[src/hdl/ardq_pkg.sv]
// Shared types and constants for the ack/retry dispatch queue.
// Used by every module of the block but ardq_ram; depends on nothing.
package ardq_pkg;

  localparam int TAG_W      = 16;
  localparam int TICK_W     = 16;
  localparam int RETRY_W    = 3;
  localparam int CFG_IDX_W  = 2;
  localparam int CFG_DATA_W = 16;
  localparam int QLIM_W     = 5;
  localparam int CNT_OUT_W  = 5;

  localparam logic [TICK_W-1:0] TIMEOUT_RESET = 16'd3000;
  localparam logic [TICK_W-1:0] TICK_SAT      = 16'hFFFF;

  // input function codes
  localparam logic [1:0] FUNC_SUBMIT = 2'd0;
  localparam logic [1:0] FUNC_STATE  = 2'd1;
  localparam logic [1:0] FUNC_TICK   = 2'd2;

  // device states
  localparam logic [1:0] DEV_IDLE   = 2'd0;
  localparam logic [1:0] DEV_LISTEN = 2'd1;
  localparam logic [1:0] DEV_SPEAK  = 2'd2;

  // submit status codes
  localparam logic [1:0] STAT_NONE     = 2'd0;
  localparam logic [1:0] STAT_QUEUED   = 2'd1;
  localparam logic [1:0] STAT_REJECTED = 2'd2;
  localparam logic [1:0] STAT_EMPTY    = 2'd3;

  // configuration register indexes
  localparam logic [CFG_IDX_W-1:0] CFG_QLIMIT      = 2'd0;
  localparam logic [CFG_IDX_W-1:0] CFG_DROP_MODE   = 2'd1;
  localparam logic [CFG_IDX_W-1:0] CFG_ACK_TIMEOUT = 2'd2;

  localparam int CMDQ_DEPTH = 2;

  typedef enum logic [2:0] {
    OP_NOP,
    OP_SUBMIT,
    OP_EMPTY,
    OP_STATE,
    OP_TICK
  } op_e;

  typedef enum logic {
    BK_EXEC,
    BK_FETCH
  } back_state_e;

  typedef struct packed {
    logic [1:0]       func;
    logic [TAG_W-1:0] item_tag;
    logic             item_empty;
    logic [1:0]       device_state;
  } in_t;

  typedef struct packed {
    logic                 send_valid;
    logic [TAG_W-1:0]     send_tag;
    logic                 send_is_retry;
    logic [1:0]           submit_status;
    logic [CNT_OUT_W-1:0] dropped_oldest;
    logic                 item_abandoned;
    logic [CNT_OUT_W-1:0] queue_count;
    logic                 busy_res;
    logic                 awaiting_ack;
  } out_t;

  typedef struct packed {
    op_e              op;
    logic [TAG_W-1:0] tag;
    logic [1:0]       dev;
  } cmd_t;

endpackage

[src/hdl/ack_retry_dispatch_queue.sv]
// Ack/retry dispatch queue, top level.
// Depends on ardq_pkg, ardq_front, ardq_cmd_fifo, ardq_back.
//
// Input channel (in_valid_i / in_stall_o / in_data_i) carries submit, device
// state and tick items. Every accepted item yields exactly one result on the
// output channel (out_valid_o / out_stall_i / out_data_o), in order.
// The front end classifies items into a two-entry command queue; the back end
// owns the tag queue, the single in-flight send and the result register.
// An accepted item is registered in the command queue, then its result in the
// result register; an item that takes a tag out of the queue also passes the
// fetch state for the tag store read port.
// Throughput: one item per cycle unless the receiver stalls or a tag fetch runs.
// The cfg port (cfg_we_i, cfg_idx_i, cfg_data_i) writes the queue limit, the
// drop-on-full mode and the ack timeout, one register per cycle; write only
// while idle.
// Reset empties the queue, clears the in-flight item, sets the device state to
// idle and restores the register defaults. When the receiver stalls, the
// result holds; up to two more items are taken into the command queue, then
// in_stall_o rises.
module ack_retry_dispatch_queue #(
  parameter int DEPTH       = 16,
  parameter int MAX_RETRIES = 1
) (
  input  logic                            clk_i,
  input  logic                            rst_ni,
  input  logic                            cfg_we_i,
  input  logic [ardq_pkg::CFG_IDX_W-1:0]  cfg_idx_i,
  input  logic [ardq_pkg::CFG_DATA_W-1:0] cfg_data_i,
  input  logic                            in_valid_i,
  output logic                            in_stall_o,
  input  ardq_pkg::in_t                   in_data_i,
  output logic                            out_valid_o,
  input  logic                            out_stall_i,
  output ardq_pkg::out_t                  out_data_o
);

  logic           push, full, cmd_valid, cmd_pop;
  ardq_pkg::cmd_t push_cmd, head_cmd;

  ardq_front u_front (
    .in_valid_i(in_valid_i),
    .in_stall_o(in_stall_o),
    .in_data_i (in_data_i),
    .push_o    (push),
    .cmd_o     (push_cmd),
    .full_i    (full)
  );

  ardq_cmd_fifo u_cmd_fifo (
    .clk_i      (clk_i),
    .rst_ni     (rst_ni),
    .push_i     (push),
    .push_data_i(push_cmd),
    .full_o     (full),
    .valid_o    (cmd_valid),
    .data_o     (head_cmd),
    .pop_i      (cmd_pop)
  );

  ardq_back #(
    .DEPTH      (DEPTH),
    .MAX_RETRIES(MAX_RETRIES)
  ) u_back (
    .clk_i      (clk_i),
    .rst_ni     (rst_ni),
    .cfg_we_i   (cfg_we_i),
    .cfg_idx_i  (cfg_idx_i),
    .cfg_data_i (cfg_data_i),
    .cmd_valid_i(cmd_valid),
    .cmd_i      (head_cmd),
    .cmd_pop_o  (cmd_pop),
    .out_valid_o(out_valid_o),
    .out_stall_i(out_stall_i),
    .out_data_o (out_data_o)
  );

endmodule

[src/hdl/ardq_ram.sv]
// Generic single-write, single-read RAM with registered read data.
// No dependencies.
module ardq_ram #(
  parameter int WIDTH = 16,
  parameter int DEPTH = 16
) (
  input  logic                     clk_i,
  input  logic                     we_i,
  input  logic [$clog2(DEPTH)-1:0] waddr_i,
  input  logic [WIDTH-1:0]         wdata_i,
  input  logic                     re_i,
  input  logic [$clog2(DEPTH)-1:0] raddr_i,
  output logic [WIDTH-1:0]         rdata_o
);

  logic [WIDTH-1:0] mem_q [DEPTH];

  always_ff @(posedge clk_i) begin
    if (we_i) begin
      mem_q[waddr_i] <= wdata_i;
    end
    if (re_i) begin
      rdata_o <= mem_q[raddr_i];
    end
  end

endmodule

[src/hdl/ardq_front.sv]
// Front end: takes input items and classifies them into commands.
// Depends on ardq_pkg.
module ardq_front (
  input  logic           in_valid_i,
  output logic           in_stall_o,
  input  ardq_pkg::in_t  in_data_i,
  output logic           push_o,
  output ardq_pkg::cmd_t cmd_o,
  input  logic           full_i
);

  assign in_stall_o = full_i;
  assign push_o     = in_valid_i && !full_i;

  always_comb begin
    cmd_o.tag = in_data_i.item_tag;
    cmd_o.dev = in_data_i.device_state;
    unique case (in_data_i.func)
      ardq_pkg::FUNC_SUBMIT: begin
        cmd_o.op = in_data_i.item_empty ? ardq_pkg::OP_EMPTY : ardq_pkg::OP_SUBMIT;
      end
      ardq_pkg::FUNC_STATE: cmd_o.op = ardq_pkg::OP_STATE;
      ardq_pkg::FUNC_TICK:  cmd_o.op = ardq_pkg::OP_TICK;
      default:              cmd_o.op = ardq_pkg::OP_NOP;
    endcase
  end

endmodule

[src/hdl/ardq_cmd_fifo.sv]
// Two-entry command queue between front and back ends.
// Depends on ardq_pkg.
module ardq_cmd_fifo (
  input  logic           clk_i,
  input  logic           rst_ni,
  input  logic           push_i,
  input  ardq_pkg::cmd_t push_data_i,
  output logic           full_o,
  output logic           valid_o,
  output ardq_pkg::cmd_t data_o,
  input  logic           pop_i
);

  localparam int PW = $clog2(ardq_pkg::CMDQ_DEPTH);
  localparam int NW = $clog2(ardq_pkg::CMDQ_DEPTH + 1);

  ardq_pkg::cmd_t slot_q [ardq_pkg::CMDQ_DEPTH];
  logic [PW-1:0]  wr_ptr_q, rd_ptr_q;
  logic [NW-1:0]  fill_q;

  assign full_o  = (fill_q == NW'(ardq_pkg::CMDQ_DEPTH));
  assign valid_o = (fill_q != '0);
  assign data_o  = slot_q[rd_ptr_q];

  always_ff @(posedge clk_i) begin
    if (push_i) begin
      slot_q[wr_ptr_q] <= push_data_i;
    end
  end

  always_ff @(posedge clk_i or negedge rst_ni) begin
    if (!rst_ni) begin
      wr_ptr_q <= '0;
      rd_ptr_q <= '0;
      fill_q   <= '0;
    end else begin
      if (push_i) begin
        wr_ptr_q <= (wr_ptr_q == PW'(ardq_pkg::CMDQ_DEPTH - 1)) ? '0 : wr_ptr_q + 1'b1;
      end
      if (pop_i) begin
        rd_ptr_q <= (rd_ptr_q == PW'(ardq_pkg::CMDQ_DEPTH - 1)) ? '0 : rd_ptr_q + 1'b1;
      end
      if (push_i && !pop_i) begin
        fill_q <= fill_q + 1'b1;
      end else if (pop_i && !push_i) begin
        fill_q <= fill_q - 1'b1;
      end
    end
  end

endmodule

[src/hdl/ardq_back.sv]
// Back end: tag queue, send controller, config registers and result register.
// Depends on ardq_pkg and ardq_ram.
module ardq_back #(
  parameter int DEPTH       = 16,
  parameter int MAX_RETRIES = 1
) (
  input  logic                               clk_i,
  input  logic                               rst_ni,
  input  logic                               cfg_we_i,
  input  logic [ardq_pkg::CFG_IDX_W-1:0]     cfg_idx_i,
  input  logic [ardq_pkg::CFG_DATA_W-1:0]    cfg_data_i,
  input  logic                               cmd_valid_i,
  input  ardq_pkg::cmd_t                     cmd_i,
  output logic                               cmd_pop_o,
  output logic                               out_valid_o,
  input  logic                               out_stall_i,
  output ardq_pkg::out_t                     out_data_o
);

  localparam int AW = $clog2(DEPTH);
  localparam int CW = $clog2(DEPTH + 1);
  localparam int SW = AW + 1;
  localparam int XW = (CW > ardq_pkg::CNT_OUT_W) ? CW : ardq_pkg::CNT_OUT_W;
  localparam int TW = ardq_pkg::TAG_W;
  localparam int KW = ardq_pkg::TICK_W;
  localparam int RW = ardq_pkg::RETRY_W;

  function automatic logic [AW-1:0] wrap(input logic [SW-1:0] s);
    logic [SW-1:0] r;
    r = (s >= SW'(DEPTH)) ? s - SW'(DEPTH) : s;
    return r[AW-1:0];
  endfunction

  function automatic logic [ardq_pkg::CNT_OUT_W-1:0] to_out(input logic [CW-1:0] v);
    logic [XW-1:0] x;
    x = XW'(v);
    return x[ardq_pkg::CNT_OUT_W-1:0];
  endfunction

  // config
  logic [ardq_pkg::QLIM_W-1:0] qlim_q;
  logic                        drop_q;
  logic [KW-1:0]               tmo_q;

  // controller state
  ardq_pkg::back_state_e state_q, state_d;
  logic [AW-1:0] head_q, head_d;
  logic [CW-1:0] count_q, count_d;
  logic          busy_q, busy_d;
  logic          ack_q, ack_d;
  logic [TW-1:0] cur_tag_q, cur_tag_d;
  logic [RW-1:0] retry_q, retry_d;
  logic [KW-1:0] wait_q, wait_d;
  logic [1:0]    last_q, last_d;
  logic          byp_q, byp_d;
  logic [TW-1:0] byp_tag_q, byp_tag_d;
  ardq_pkg::out_t out_q, out_d;
  logic          out_valid_q, out_valid_d;

  logic          ram_we, ram_re;
  logic [AW-1:0] ram_waddr, ram_raddr;
  logic [TW-1:0] ram_rdata;

  logic          go;
  logic [XW-1:0] lim_x;
  logic [CW-1:0] lim;
  logic [CW-1:0] dropped;
  logic          ok, try_en, disp, resend, abandon;
  logic [1:0]    try_st, status, prev;
  logic [KW-1:0] wait_inc;
  ardq_pkg::out_t res;

  ardq_ram #(
    .WIDTH(TW),
    .DEPTH(DEPTH)
  ) u_tag_store (
    .clk_i  (clk_i),
    .we_i   (ram_we),
    .waddr_i(ram_waddr),
    .wdata_i(cmd_i.tag),
    .re_i   (ram_re),
    .raddr_i(ram_raddr),
    .rdata_o(ram_rdata)
  );

  assign go          = (state_q == ardq_pkg::BK_EXEC) && cmd_valid_i &&
                       (!out_valid_q || !out_stall_i);
  assign cmd_pop_o   = go;
  assign out_valid_o = out_valid_q;
  assign out_data_o  = out_q;

  // a limit of zero or above the store depth means the whole store
  assign lim_x = ((qlim_q == '0) || (XW'(qlim_q) > XW'(DEPTH))) ? XW'(DEPTH) : XW'(qlim_q);
  assign lim   = lim_x[CW-1:0];

  always_comb begin
    state_d     = state_q;
    head_d      = head_q;
    count_d     = count_q;
    busy_d      = busy_q;
    ack_d       = ack_q;
    cur_tag_d   = cur_tag_q;
    retry_d     = retry_q;
    wait_d      = wait_q;
    last_d      = last_q;
    byp_d       = byp_q;
    byp_tag_d   = byp_tag_q;
    out_d       = out_q;
    out_valid_d = out_valid_q && out_stall_i;
    ram_we      = 1'b0;
    ram_re      = 1'b0;
    ram_waddr   = '0;
    ram_raddr   = head_q;
    dropped     = '0;
    ok          = 1'b1;
    try_en      = 1'b0;
    try_st      = last_q;
    disp        = 1'b0;
    resend      = 1'b0;
    abandon     = 1'b0;
    status      = ardq_pkg::STAT_NONE;
    prev        = last_q;
    wait_inc    = (wait_q < ardq_pkg::TICK_SAT) ? wait_q + 1'b1 : wait_q;
    res         = '0;

    if (go) begin
      unique case (cmd_i.op)
        ardq_pkg::OP_EMPTY: status = ardq_pkg::STAT_EMPTY;
        ardq_pkg::OP_SUBMIT: begin
          if (count_q >= lim) begin
            if (drop_q) begin
              dropped = count_q - lim + 1'b1;
              head_d  = wrap(SW'(head_q) + SW'(dropped));
              count_d = count_q - dropped;
            end else begin
              ok = 1'b0;
            end
          end
          if (ok) begin
            ram_we    = 1'b1;
            ram_waddr = wrap(SW'(head_d) + SW'(count_d));
            byp_d     = (count_d == '0);  // new tag goes straight out
            byp_tag_d = cmd_i.tag;
            count_d   = count_d + 1'b1;
            status    = ardq_pkg::STAT_QUEUED;
            try_en    = 1'b1;
          end else begin
            status = ardq_pkg::STAT_REJECTED;
          end
        end
        ardq_pkg::OP_STATE: begin
          last_d = cmd_i.dev;
          if (cmd_i.dev == ardq_pkg::DEV_SPEAK && busy_q && ack_q) begin
            ack_d  = 1'b0;
            wait_d = '0;
          end
          if (prev == ardq_pkg::DEV_SPEAK &&
              (cmd_i.dev == ardq_pkg::DEV_IDLE || cmd_i.dev == ardq_pkg::DEV_LISTEN)) begin
            if (busy_q) begin
              busy_d  = 1'b0;
              ack_d   = 1'b0;
              retry_d = '0;
              wait_d  = '0;
            end
            try_en = 1'b1;
            try_st = cmd_i.dev;
            byp_d  = 1'b0;
          end
        end
        ardq_pkg::OP_TICK: begin
          if (busy_q && ack_q) begin
            if (wait_inc >= tmo_q) begin
              wait_d = '0;
              if (RW'(retry_q) < RW'(MAX_RETRIES)) begin
                retry_d = retry_q + 1'b1;
                resend  = 1'b1;
              end else begin
                busy_d  = 1'b0;
                ack_d   = 1'b0;
                abandon = 1'b1;
                try_en  = 1'b1;
                byp_d   = 1'b0;
              end
            end else begin
              wait_d = wait_inc;
            end
          end
        end
        default: ;
      endcase

      if (try_en && (try_st == ardq_pkg::DEV_IDLE || try_st == ardq_pkg::DEV_LISTEN) &&
          !busy_d && count_d != '0) begin
        disp      = 1'b1;
        ram_re    = 1'b1;
        ram_raddr = head_d;
        head_d    = wrap(SW'(head_d) + SW'(1));
        count_d   = count_d - 1'b1;
        busy_d    = 1'b1;
        ack_d     = 1'b1;
        retry_d   = '0;
        wait_d    = '0;
      end

      res.send_valid     = resend;
      res.send_tag       = resend ? cur_tag_q : '0;
      res.send_is_retry  = resend;
      res.submit_status  = status;
      res.dropped_oldest = to_out(dropped);
      res.item_abandoned = abandon;
      res.queue_count    = to_out(count_d);
      res.busy_res       = busy_d;
      res.awaiting_ack   = ack_d;
      out_d              = res;
      if (disp) begin
        // the send tag arrives from the store, or the bypass register, next cycle
        out_valid_d = 1'b0;
        state_d     = ardq_pkg::BK_FETCH;
      end else begin
        out_valid_d = 1'b1;
      end
    end else if (state_q == ardq_pkg::BK_FETCH) begin
      cur_tag_d           = byp_q ? byp_tag_q : ram_rdata;
      out_d.send_valid    = 1'b1;
      out_d.send_tag      = cur_tag_d;
      out_d.send_is_retry = 1'b0;
      out_valid_d         = 1'b1;
      state_d             = ardq_pkg::BK_EXEC;
    end
  end

  always_ff @(posedge clk_i or negedge rst_ni) begin
    if (!rst_ni) begin
      qlim_q      <= '0;
      drop_q      <= 1'b1;
      tmo_q       <= ardq_pkg::TIMEOUT_RESET;
      state_q     <= ardq_pkg::BK_EXEC;
      head_q      <= '0;
      count_q     <= '0;
      busy_q      <= 1'b0;
      ack_q       <= 1'b0;
      cur_tag_q   <= '0;
      retry_q     <= '0;
      wait_q      <= '0;
      last_q      <= ardq_pkg::DEV_IDLE;
      byp_q       <= 1'b0;
      out_valid_q <= 1'b0;
    end else begin
      if (cfg_we_i) begin
        case (cfg_idx_i)
          ardq_pkg::CFG_QLIMIT:      qlim_q <= cfg_data_i[ardq_pkg::QLIM_W-1:0];
          ardq_pkg::CFG_DROP_MODE:   drop_q <= cfg_data_i[0];
          ardq_pkg::CFG_ACK_TIMEOUT: tmo_q  <= cfg_data_i[KW-1:0];
          default: ;
        endcase
      end
      state_q     <= state_d;
      head_q      <= head_d;
      count_q     <= count_d;
      busy_q      <= busy_d;
      ack_q       <= ack_d;
      cur_tag_q   <= cur_tag_d;
      retry_q     <= retry_d;
      wait_q      <= wait_d;
      last_q      <= last_d;
      byp_q       <= byp_d;
      out_valid_q <= out_valid_d;
    end
  end

  always_ff @(posedge clk_i) begin
    byp_tag_q <= byp_tag_d;
    out_q     <= out_d;
  end

`ifndef SYNTH
  a_count_bound: assert property (@(posedge clk_i) disable iff (!rst_ni)
    count_q <= CW'(DEPTH))
    else $error("tag queue count above depth");

  a_ack_needs_busy: assert property (@(posedge clk_i) disable iff (!rst_ni)
    ack_q |-> busy_q)
    else $error("awaiting ack with nothing in flight");

  a_fetch_slot_free: assert property (@(posedge clk_i) disable iff (!rst_ni)
    (state_q == ardq_pkg::BK_FETCH) |-> !out_valid_q)
    else $error("result register busy during store fetch");

  a_fetch_sends: assert property (@(posedge clk_i) disable iff (!rst_ni)
    (state_q == ardq_pkg::BK_FETCH) |=> (out_valid_q && out_q.send_valid && busy_q))
    else $error("store fetch did not produce a send");
`endif

endmodule

[config.mk]
export PLATFORM = sky130hd
export DESIGN_NAME = ack_retry_dispatch_queue
export DESIGN_NICKNAME = d
export VERILOG_FILES = /design/src/hdl/ardq_pkg.sv /design/src/hdl/ack_retry_dispatch_queue.sv /design/src/hdl/ardq_ram.sv /design/src/hdl/ardq_front.sv /design/src/hdl/ardq_cmd_fifo.sv /design/src/hdl/ardq_back.sv
export SDC_FILE = /design/constraint.sdc
export NUM_CORES = 1
export LEC_CHECK = 0
export ABC_CLOCK_PERIOD_IN_PS = 7600
export BUFFER_PORTS_ARGS = -buffer_cell sky130_fd_sc_hd__buf_2
export CAP_MARGIN = 20
export CORE_MARGIN = 2
export CORE_UTILIZATION = 62
export CTS_CLUSTER_DIAMETER = 40
export CTS_CLUSTER_SIZE = 14
export DETAILED_ROUTE_END_ITERATION = 10
export PLACE_DENSITY = 0.8
export REMOVE_ABC_BUFFERS = 1
export SYNTH_ARGS = -nofsm -noshare
export SYNTH_HDL_FRONTEND = slang
export SYNTH_HIERARCHICAL = 1
export SYNTH_SLANG_ARGS = --single-unit
[constraint.sdc]
create_clock -name clk_i -period 7.6 [get_ports clk_i]
set_input_delay 0.76 -clock clk_i [delete_from_list [all_inputs] [get_ports clk_i]]
set_output_delay 0.76 -clock clk_i [all_outputs]
set_load 0.02 [all_outputs]
==> results.tsv <==
metric	value	unit
yosys warns	6	
final setup fails	0	
FFs w/ async S/R, synth	17.5	%
# DRC	0	
Max-Cap Viols	0	
Sum Neg Setup Slack	0	ps
Slew HR	29.3	%
top cell type's share of synthesized area	57.3	%
largest family of logic cells by synthesized area	multiplexers	
Tmin final	6990	ps
Synth Area in Compound Gates	6.29	%
die area	32100	sq um
Synth Cell Area	19000	sq um
R2R Setup Slk	610	ps
most frequent CP cell	ha_1	
CTS max path bufs	3	
CP Cell Sequence	or4_1 > ha_1 > nand2b_1 > ha_1 > ha_1 > fa_1 > inv_1 > ha_1 > nand2_1 > o21ai_0 > xor2_1 > mux2i_1 > or4_1 > a21o_1 > a31oi_4 > nand2_2 > mux2_4 > buf_12 > mux4_2 > a22oi_1 > nand2_1	
CP required	7880	ps
gpl congestion	0.892	
Die Y-Extent	179	um
Initial Util	62.5	%
syn_area_per_cell	15.8	sq um
most common cell in the synthesized netlist	edfxtp_1	
number of enable flip-flop cells after synthesis	363	
Max Slew Vio Count	0	
leading area contributor after synthesis	edfxtp_1	
# rows	64	
dpl ws	729	ps
commonest cells in the netlist	edfxtp_1 (363), nand2_1 (89), dfrtp_1 (69)	
R2R depth	21	
P_leak	7.85	nW
largest net degree at the start of global routing	78	
critical path's slowest cell	or4_1	
first-pass GRT wire length	61200	um
CTS Root Buffer Type	clkbuf_16	
main flop type after synthesis	edfxtp_1	
CP Launch Type	register	
Period Utilization, post-route	92.0	%
Synth cell types	76	
CTS tree	done	
Hold Buf Count CTS	0	
die width	179	um
Core Area	30400	sq um
share of cells above drive strength 1	24.4	%
Post-Synth XOR/XNOR Area	1.73	%
reg-to-reg endpoint	u_back/u_tag_store/rdata_o[8]$_DFFE_PP_	
Post-Route WL	40400	um
mux cell area share after synthesis	12.0	%
outcome	completed	
initial drt markers	1082	
First-pass DRT Iterations	6	
Worst-Margin Slew	1060	ps
simple-gate portion of the synthesized area	6.18	%
Clock Pin Slew Worst Setup and Hold Paths	60	ps
clk_lat worst skew	570	ps
RR Startpoint	u_back/qlim_q[1]$_DFFE_PN0P_	
post-CTS setup buffer count	0	
# diodes	0	
Worst Hold Slack	27.0	ps
worst path arrival time	7270	ps
Ports	79	
placed wire-length estimate	23800	um
Achievable Freq	143	MHz
synth top area cells	edfxtp_1 (57%), dfrtp_1 (9.1%), mux4_2 (6.4%)	
P&R area growth vs syn	13.1	%
synthesized flop and latch total	440	
clock buffer count from CTS	49	
Vias	10870	
design area	21500	sq um
remaining antenna violation count	0	
placed cell area	19800	sq um
fill count	1893	
number of global-route vias before repair	10743	
GRT Residual Overflow	0	
Synth Area in Adders	3.35	%
post_cts resized	0	
GRT Overall Usage	25.8	%
Layout Skew	22.9	ps
Core Util, Final	70.7	%
Hold Vio Cnt, Final	0	
sequential-to-total area share from yosys stat	67.5	%
Port Buffers	78	
RSZ-0062 raised after global routing	no	
worst setup margin	611	ps
# H-tree levels	2	
Crit Path Class	reg2reg	
PD cells	380	nW/um^2
clk sinks	440	
Avg WL per Cell	23.3	um
Max stage delay on crit path	580	ps
critical path peak fanout	32	
min-delay worst type	in2async	
Peak VDD IR	0.240	mV
CP Capture Type	register	
Post-Syn Instances	1202	
final net count	1389	
initial antenna violation count	0	
vias per std cell	6.28	
through the flow:
stage	power, mW	std cells
2_1_floorplan	5.04	1137
5_1_grt	8.56	1730
3_3_place_gp	5.71	1638
6_report	8.18	1730
4_1_cts	8.17	1726
3_5_place_dp	5.80	1638
flip-flops by register name, indices dropped and copies added, names as in the netlist, 2 cells and up:
register and count:
u_cmd_fifo/slot_q 42, u_back/last_q 2, u_back/out_data_o 33, u_back/cur_tag_q 16, u_back/tmo_q 16, u_back/retry_q 3, u_back/u_tag_store/rdata_o 16, u_back/u_tag_store/mem_q 256
u_back/count_q 5, u_back/qlim_q 5, u_cmd_fifo/fill_q 2, u_back/byp_tag_q 16, u_back/wait_q 16, u_back/head_q 4
critical path, delay by kind of cell, from the launching register on:
kind | cells | cell delay, ps
buffers and inverters | 2 | 380
and+or+nand+nor | 6 | 1650
AOI/OAI and AO/OA | 4 | 1280
adders and majority gates | 5 | 1600
muxes | 3 | 1170
DFF | 1 | 380
xor gates and xnor gates | 1 | 180
how the worst max path moves through the flow:
stage	from	to	slack, ps	cells past startpoint
floorplan	u_back/qlim_q[1]$_DFFE_PN0P_	u_back/u_tag_store/rdata_o[0]$_DFFE_PP_	350	20
global placement	u_back/qlim_q[1]$_DFFE_PN0P_	u_back/u_tag_store/rdata_o[6]$_DFFE_PP_	870	21
detailed placement	u_back/qlim_q[1]$_DFFE_PN0P_	u_back/u_tag_store/rdata_o[6]$_DFFE_PP_	730	21
CTS	u_back/qlim_q[1]$_DFFE_PN0P_	u_back/u_tag_store/rdata_o[8]$_DFFE_PP_	640	21
global route	u_back/qlim_q[1]$_DFFE_PN0P_	u_back/u_tag_store/rdata_o[8]$_DFFE_PP_	180	21
finish	u_back/qlim_q[1]$_DFFE_PN0P_	u_back/u_tag_store/rdata_o[8]$_DFFE_PP_	610	21
cells in the final DEF, fill, tap and decap left out, types with 12 or more instances in the layout:
cell       Yosys  final
xor2_1        12     12
clkbuf_16      0     50
nand2_1       89     89
nor2_1        67     67
buf_4         23     26
nand3_1       14     14
ha_1          43     43
xnor2_1       23     23
mux4_2        54     54
o21ai_0       41     41
mux2i_1       22     22
buf_2          4     77
dfrtp_1       69     69
mux2_2        51     50
a22o_1        15     15
inv_1         45     44
nand2b_1      13     13
a22oi_1       35     35
edfxtp_1     363    363
a21oi_1       44     44
cell families after synthesis:
group,Yosys count
DFF,440
and+or+nand+nor,248
AOI/OAI and AO/OA,182
muxes,138
buffers and inverters,110
adders and majority gates,48
xor gates and xnor gates,36
power breakdown:
group          internal [mW]  switching (mW)  total [mW]
sequential              3.17           0.179        3.35
combinational          0.956            1.54        2.49
clock                   1.35           0.992        2.34
metal layers:
layer  global-route usage, %  routed length [um]  vias up
li1                        -                   -     4786
met1                    36.9               16400     5460
met2                    41.5               19600      536
met3                    4.03                3390       88
met4                    8.00                1030        0
met5                       0                   0        -
area by class of cell:
cell class / count / area (sq um) / share of cell area [%]
clock buffers: 56 / 1290 / 6.01
flip-flops and latches: 440 / 12800 / 59.7
clock inverters: 32 / 333 / 1.55
well taps: 396 / 495 / 2.30
inverters: 45 / 169 / 0.785
multi-input cells: 652 / 5680 / 26.4
repair buffers: 109 / 706 / 3.28
No activity file was read; power rests on OpenSTA's default activity.
